<file path="src/hw/rtl/tcw_pkg.sv">
// tcw_pkg: shared types and constants of the text console writer
// used by tcw_cursor and text_console_writer_core, no dependencies
`timescale 1ns / 1ps
`default_nettype none

package tcw_pkg;

  localparam int ROWS_DEF = 25;
  localparam int COLS_DEF = 80;

  localparam int CROW_W = 5;
  localparam int CCOL_W = 7;
  localparam int CFG_IDX_W = 1;
  localparam int CFG_DATA_W = 4;

  localparam logic [15:0] BLANK_CELL = 16'h0720;
  localparam logic [7:0] CH_NEWLINE = 8'd10;
  localparam logic [7:0] CH_RETURN = 8'd13;

  localparam logic REQ_PUT = 1'b0;
  localparam logic REQ_READ = 1'b1;

  localparam logic [CFG_IDX_W-1:0] CFG_BG = 1'b0;
  localparam logic [CFG_IDX_W-1:0] CFG_FG = 1'b1;

  typedef enum logic [1:0] {
    CUR_HOLD,
    CUR_NEWLINE,
    CUR_ADVANCE,
    CUR_LAST_ROW
  } cur_op_t;

  typedef struct packed {
    logic        req_type;
    logic [7:0]  char_code;
    logic [4:0]  read_row;
    logic [6:0]  read_col;
  } in_t;

  typedef struct packed {
    logic [15:0]       cell_value;
    logic [CROW_W-1:0] cursor_row;
    logic [CCOL_W-1:0] cursor_col;
    logic              scrolled;
  } out_t;

endpackage

`default_nettype wire

</file>
<file path="src/hw/rtl/tcw_cursor.sv">
// tcw_cursor: cursor row, column and row base address of the console
// depends on tcw_pkg
`timescale 1ns / 1ps
`default_nettype none

module tcw_cursor #(
  parameter int ROWS = tcw_pkg::ROWS_DEF,
  parameter int COLS = tcw_pkg::COLS_DEF,
  localparam int RW = $clog2(ROWS + 1),
  localparam int CW = $clog2(COLS),
  localparam int BW = $clog2(ROWS * COLS + 1)
) (
  input  wire logic            clk,
  input  wire logic            rst_n,
  input  wire tcw_pkg::cur_op_t op,
  output logic [RW-1:0]        row,
  output logic [CW-1:0]        col,
  output logic [BW-1:0]        base,
  output logic [RW-1:0]        row_nxt,
  output logic [CW-1:0]        col_nxt
);
  import tcw_pkg::*;

  logic [RW-1:0] row_r;
  logic [CW-1:0] col_r;
  logic [BW-1:0] base_r;
  logic [BW-1:0] base_nxt;

  always_comb begin
    row_nxt  = row_r;
    col_nxt  = col_r;
    base_nxt = base_r;
    unique case (op)
      CUR_HOLD: begin
      end
      CUR_NEWLINE: begin
        col_nxt  = '0;
        row_nxt  = row_r + RW'(1);
        base_nxt = base_r + BW'(COLS);
      end
      CUR_ADVANCE: begin
        if (col_r == CW'(COLS - 1)) begin
          col_nxt  = '0;
          row_nxt  = row_r + RW'(1);
          base_nxt = base_r + BW'(COLS);
        end else begin
          col_nxt = col_r + CW'(1);
        end
      end
      CUR_LAST_ROW: begin
        row_nxt  = RW'(ROWS - 1);
        base_nxt = BW'((ROWS - 1) * COLS);
      end
      default: begin
      end
    endcase
  end

  always_ff @(posedge clk) begin
    if (!rst_n) begin
      row_r  <= '0;
      col_r  <= '0;
      base_r <= '0;
    end else begin
      row_r  <= row_nxt;
      col_r  <= col_nxt;
      base_r <= base_nxt;
    end
  end

  assign row  = row_r;
  assign col  = col_r;
  assign base = base_r;

endmodule

`default_nettype wire
</file>
<file path="config.mk">
export PLATFORM = sky130hd
export DESIGN_NAME = tcw_cursor
export DESIGN_NICKNAME = d
export VERILOG_FILES = /design/src/hw/rtl/tcw_pkg.sv /design/src/hw/rtl/tcw_cursor.sv
export SDC_FILE = /design/constraint.sdc
export NUM_CORES = 1
export LEC_CHECK = 0
export CAP_MARGIN = 20
export CORE_ASPECT_RATIO = 0.6
export CORE_MARGIN = 8
export CORE_UTILIZATION = 41
export CTS_CLUSTER_DIAMETER = 50
export CTS_CLUSTER_SIZE = 12
export DETAILED_ROUTE_END_ITERATION = 10
export DONT_BUFFER_PORTS = 1
export MAX_ROUTING_LAYER = met4
export PLACE_DENSITY = 0.65
export SETUP_SLACK_MARGIN = 0.1
export SLEW_MARGIN = 20
export SYNTH_ARGS = -nofsm -noshare
export SYNTH_HDL_FRONTEND = slang
export SYNTH_SLANG_ARGS = --single-unit
</file>
<file path="constraint.sdc">
create_clock -name clk -period 2.58 [get_ports clk]
set_clock_uncertainty 0.2 [all_clocks]
set_input_delay 0.645 -clock clk [delete_from_list [all_inputs] [get_ports clk]]
set_output_delay 0.645 -clock clk [all_outputs]
set_load 0.02 [all_outputs]
</file>
==> results of run 1 <==
==> routing by layer <==
layer  up-vias  GRT usage  wire [um]
met3         7     0.0567        414
met2        45      0.231       1980
li1        614          -          -
met1       637      0.191       1770
met5         -          -          0
met4         0     0.0334         38
==> registers in the layout, summed over array words and instances, names as in the netlist <==
name	flops
col	7
base	7
row	5
==> cell usage in the layout, fill, tap and decap left out, types with 2 or more instances in the layout <==
master,instances
nor2_4,3
and3_4,2
nand3_1,4
inv_1,9
nand2_4,3
a21oi_1,8
mux2_4,2
dfxtp_2,3
conb_1,4
dfxtp_1,15
nor2b_1,2
nand2_1,6
a21o_4,2
clkbuf_8,3
ha_4,6
o21ai_0,6
nand3b_1,2
o311a_1,3
o21ai_1,2
nand4_1,4
buf_4,40
a22o_1,3
and2_1,5
inv_16,2
ha_1,2
nor2_1,14
==> metrics by stage <==
| step | TNS [ps] | setup WS [ps] | instance area [um^2] | power (mW) |
|---|---|---|---|---|
| floorplan | 0 | 67.3 | 1400 | 0.458 |
| global placement | 0 | 22.7 | 1540 | 0.489 |
| detailed placement | -28.1 | -28.1 | 1540 | 0.493 |
| CTS | 0 | 55.0 | 1740 | 0.721 |
| global route | 0 | 25.3 | 1920 | 0.782 |
| finish | 0 | 66.4 | 1920 | 0.746 |
==> cell families after synthesis <==
kind of cell             count (synthesis)  share of synthesized area
XOR/XNOR                                 4                     0.0272
AO/OA/AOI/OAI                           44                      0.250
flip-flops                              19                      0.295
buffers and inverters                   21                     0.0835
other                                    1                    0.00291
adder cells (fa/ha/maj)                  8                     0.0777
multiplexers                             3                     0.0282
AND/OR/NAND/NOR                         54                      0.235
==> final timing paths <==
path,endpoint,slack (ps),cells past startpoint
worst min register to register,base[6]$_SDFFE_PN0P_,410,2
worst max register to register,base[7]$_SDFFE_PN0P_,750,6
worst min-delay path,col[1]$_SDFF_PN0_,310,1
worst max-delay path,row_nxt[2],70,6
==> critical path: cells and delay by family <==
kind | cells | cell delay [ps]
AO/OA/AOI/OAI | 3 | 700
buffers and inverters | 2 | 200
adder cells (fa/ha/maj) | 1 | 120
==> what timing repair did <==
item	4_1_cts	5_1_grt
pin swaps	9	20
endpoints found under the setup margin	10	11
setup buffers	11	7
gates resized for setup	20	27
cloned	0	0
==> cells in the mapped netlist, types with 2 or more instances <==
cell type   n  area (um^2)
ha_1        8          100
buf_2       2         10.0
buf_4       5         37.5
nand2_1     9         33.8
nor2_1     18         67.6
clkbuf_1    2         7.51
a22o_1      3         26.3
nand3b_1    2         15.0
a21oi_1     9         45.0
a21o_1      2         15.0
xor2_1      2         17.5
a211oi_1    2         15.0
o311a_1     3         30.0
o21bai_1    2         15.0
and2_1      5         31.3
nand4_1     4         25.0
nand3_1     5         25.0
nor2b_1     2         12.5
o21ai_0     9         45.0
inv_1      11         41.3
and3_1      2         12.5
o31ai_1     2         15.0
xnor2_1     2         17.5
dfxtp_1    19          380
==> power breakdown <==
group	internal (mW)	switching (mW)	leakage, nW
Clock	0.108	0.109	0.0255
Sequential	0.307	0.0289	0.157
Combinational	0.0839	0.109	0.599
Total	0.499	0.247	0.781
==> final cells by class <==
| cell class | count | area (um^2) |
|---|---|---|
| sequential | 19 | 388 |
| tap | 42 | 52.6 |
| timing repair buffer | 41 | 312 |
| clock inverter | 1 | 5.00 |
| multi-input combinational | 117 | 1050 |
| clock buffer | 3 | 41.3 |
| fill | 233 | 1010 |
| inverter | 11 | 73.8 |
==> results.json, run 1 <==
{
  "cpPeakStageDelay_ps": 250,
  "ys_ff_latch": 19,
  "wirelength_um": 4200,
  "port_buffers": 0,
  "netlist_area_um2": 1290,
  "crit_start": "op[1]",
  "drt-vias-per-instance": 5.57,
  "min_period_ps": 2510,
  "hold_class": "primary input to flip-flop",
  "cts_tree": "built",
  "critPathSlowestCell": "a32o_2",
  "whs_ps": 306,
  "post-route-util": 0.656,
  "antenna_left": 0,
  "synth.distinct_cells": 48,
  "die_w_um": 88.4,
  "postCtsHoldBufs": 0,
  "avgRoutedWirePerCell_um": 17.9,
  "drive_above_1_share": 0.464,
  "synth_edf_count": 0,
  "htreeDepth": 1,
  "async_flop_share": 0,
  "setup-violations-final": 0,
  "dieArea_um2": 5250,
  "dr.pass1.iters": 4,
  "dp_cells": 212,
  "synth_cells": 154,
  "hpwlAfterDp_um": 2930,
  "io_pins": 39,
  "ys.flop_type": "dfxtp_1",
  "cp_data_required_time_ps": 1740,
  "finalNonFillerCells": 234,
  "ctsLongestPathBuffers": 2,
  "fin_crit_sh": 0.974,
  "drtIter0Drc": 103,
  "total_leakage_power_nw": 0.781,
  "clock_latency_ps": 260,
  "numClockSinks": 19,
  "routabilityCongestion": 0.921,
  "route.detailed.drc": 0,
  "seq_area_frac_synth": 0.295,
  "root_buffer": "clkbuf_8",
  "yosysWarnings": 0,
  "synth.avg_cell_area_um2": 8.37,
  "final_nets": 205,
  "status": "complete, no violations",
  "worstReg2RegStart": "col[1]$_SDFF_PN0_",
  "path_class": "primary input to primary output",
  "globalRouteTotalUtil": 0.154,
  "path_cells": "inv_16 -> ha_4 -> a21bo_2 -> a32o_2 -> a211oi_4 -> buf_6",
  "max_cap_violations": 0,
  "rows": 15,
  "rsz0062_at_grt": "true",
  "fp.dieH_um": 59.4,
  "slew_viol_final": 0,
  "hold_viol": 0,
  "clk_pin_slew_ps": 70,
  "grt_pass1_vias": 1210,
  "initial_core_util": 0.440,
  "path_max_fanout": 3,
  "grt_pass1_wl_um": 6200,
  "synthToLayoutAreaGrowth_pct": 49.1,
  "via_count": 1303,
  "powerDensity_nw_per_um2": 388,
  "fmax_ghz": 0.398,
  "start_kind": "primary input",
  "ir_drop_uv": 223,
  "antenna_cells": 0,
  "core_um2": 2930,
  "overflow": 0,
  "grt_max_degree": 14,
  "crit_arrival_ps": 1670,
  "antenna_found_initial": 0,
  "numCtsBuffers": 3,
  "holdCritStartpoint": "rst_n",
  "endpoint_kind": "primary output"
}
Note: power is estimated with default switching activity, not from simulation.
==> inputs of run 2 (changes only) <==
SETUP_SLACK_MARGIN = 0.4   (was 0.1)
==> run 2 against run 1 <==
Routed wire length is 3.3% lower; non-clock buffer count is 5 lower; setup slack worse by 64 ps; highest routed layer unchanged; count of clock-buffer cells in the layout unchanged; sequential share of layout area shrank 0.14 points; via count is 2.7% higher; total power up 1.9%; cell count shrank 2.1%; combinational power hardly changed; critical endpoint is now col_nxt[6].
==> results.json, run 2 (synthesis gave the netlist of run 1 again) <==
{
  "status": "complete, no violations",
  "whs_ps": 296,
  "drt-vias-per-instance": 5.84,
  "initial_core_util": 0.440,
  "path_class": "primary input to primary output",
  "final_nets": 200,
  "via_count": 1338,
  "crit_arrival_ps": 1730,
  "dp_cells": 207,
  "crit_start": "op[1]",
  "hold_viol": 0,
  "mostFrequentLayoutCells": "29 x buf_4, 11 x nor2_1, 11 x dfxtp_1, 8 x a21oi_1, 7 x inv_1",
  "overflow": 0,
  "fillers": 236,
  "core_um2": 2930,
  "die_w_um": 88.4,
  "grt_pass1_vias": 1273,
  "grt_use_met2": 0.254,
  "cp.depth": 6,
  "cts_tree": "built",
  "powerDensity_nw_per_um2": 385,
  "drtIter0Drc": 136,
  "p_switching_uw": 259,
  "clock_latency_ps": 270,
  "layout_commonest_cell": "buf_4",
  "fp.dieH_um": 59.4,
  "synthToLayoutAreaGrowth_pct": 53.1,
  "ir_drop_uv": 206,
  "grt_pass1_wl_um": 6490,
  "swShare": 0.341,
  "reg2reg_depth": 7,
  "fmax_ghz": 0.388,
  "finalNonFillerCells": 229,
  "fin_crit_sh": 0.999,
  "postCtsHoldBufs": 0,
  "port_buffers": 0,
  "pwr-share-comb": 0.259,
  "dieArea_um2": 5250,
  "antenna_found_initial": 0,
  "hold_class": "primary input to flip-flop",
  "drive_above_1_share": 0.503,
  "hpwlAfterDp_um": 2920,
  "p_clk_frac": 0.296,
  "use_met3": 0.0581,
  "start_kind": "primary input",
  "globalRouteTotalUtil": 0.162,
  "max_cap_violations": 0,
  "wirelength_um": 4060,
  "worstSetupEndpoint": "col_nxt[6]",
  "htreeDepth": 1,
  "numCtsBuffers": 3,
  "route.detailed.drc": 0,
  "whs_path_depth": 1,
  "grt_max_degree": 14,
  "cp_data_required_time_ps": 1740,
  "clk_pin_slew_ps": 80,
  "io_pins": 39,
  "antenna_cells": 0,
  "endpoint_kind": "primary output",
  "min_period_ps": 2580,
  "total_leakage_power_nw": 0.781,
  "power_uw": 760,
  "setup-violations-final": 0,
  "rrSetupSlack_ps": 680,
  "rows": 15,
  "avgRoutedWirePerCell_um": 17.7,
  "cpPeakStageDelay_ps": 300,
  "r2r_end": "base[7]$_SDFFE_PN0P_",
  "antenna_left": 0,
  "path_max_fanout": 8,
  "dr.pass1.iters": 5,
  "cp_top_family": "simple AND/OR/NAND/NOR gates",
  "grt.busiest_layer": "met2",
  "critPathSlowestCell": "ha_4",
  "worstReg2RegStart": "col[0]$_SDFF_PN0_",
  "numClockSinks": 19,
  "slew_viol_final": 0,
  "grt_use_met1": 0.194,
  "root_buffer": "clkbuf_8",
  "path_cells": "inv_16 -> ha_4 -> nand4_1 -> o31ai_2 -> a211oi_2 -> nor2_2",
  "ctsLongestPathBuffers": 2,
  "cp_num_buf_inv": 1,
  "rsz0062_at_grt": "true",
  "routabilityCongestion": 0.906,
  "share_seq_of_total_power": 0.445,
  "p_int_uw": 501
}
[run 2: changes by cell type in the layout (fill, tap and decap cells not counted), moves of 2 or more]
| cell | previous run | this run |
|---|---|---|
| nor2_4 | 3 | 6 |
| dfxtp_1 | 15 | 11 |
| nor2_1 | 14 | 11 |
| buf_4 | 40 | 29 |
| inv_1 | 9 | 7 |
| buf_6 | 1 | 6 |
| dfxtp_2 | 3 | 6 |
[run 2: worst min path at each step]
stage,startpoint,end
after floorplan,base[5]$_SDFFE_PN0P_,base[5]$_SDFFE_PN0P_
after CTS,rst_n,base[8]$_SDFFE_PN0P_
after global routing,rst_n,base[7]$_SDFFE_PN0P_
after detailed placement,base[5]$_SDFFE_PN0P_,base[5]$_SDFFE_PN0P_
after global placement,base[5]$_SDFFE_PN0P_,base[5]$_SDFFE_PN0P_
final,rst_n,base[7]$_SDFFE_PN0P_
[run 2: per-layer routing]
| metal | vias up | part of all wire | routed length, um |
|---|---|---|---|
| li1 | 614 | - | - |
| met3 | 4 | 0.097 | 395 |
| met5 | - | 0 | 0 |
| met1 | 657 | 0.44 | 1780 |
| met4 | 0 | 0.0076 | 31 |
| met2 | 63 | 0.46 | 1850 |
[run 2: final cells by class]
cell class              count  area [um^2]  share of cell area
clock inverters             1         5.00             0.00254
multi-input cells         117         1100               0.556
inverters                  11         76.3              0.0387
well taps                  42         52.6              0.0266
repair buffers             36          305               0.155
clock buffers               3         41.3              0.0209
flip-flops and latches     19          395               0.200
[run 2: stage by stage]
step	TNS [ps]	area (um^2)	worst slack [ps]	util
finish	0	1970	2.19	0.674
global placement	0	1620	61.6	0.553
detailed placement	0	1620	26.4	0.553
floorplan	0	1520	80.7	-
global route	-74.6	1970	-38.3	0.674
CTS	0	1860	8.67	0.637
[run 2: worst register-to-register path: cells and delay by family (launching register included)]
| family | cells | cell delay, ps |
|---|---|---|
| AO/OA/AOI/OAI | 3 | 680 |
| flip-flops | 1 | 360 |
| buffers and inverters | 2 | 260 |
| AND/OR/NAND/NOR | 1 | 160 |
| adder cells (fa/ha/maj) | 1 | 150 |
[run 2: power by group through the flow]
stage | registers (mW) | logic, mW | clock network [mW]
2_1_floorplan | 0.345 | 0.133 | 0
3_3_place_gp | 0.342 | 0.157 | 0
3_5_place_dp | 0.344 | 0.162 | 0
4_1_cts | 0.338 | 0.178 | 0.227
5_1_grt | 0.340 | 0.212 | 0.239
6_report | 0.338 | 0.196 | 0.225
[run 2: repair_timing]
action / 4_1_cts / 5_1_grt
pin swaps: 12 / 12
hold endpoints to repair: 0 / 0
setup buffers: 11 / 7
setup endpoints to repair: 12 / 11
gates resized for setup: 26 / 12
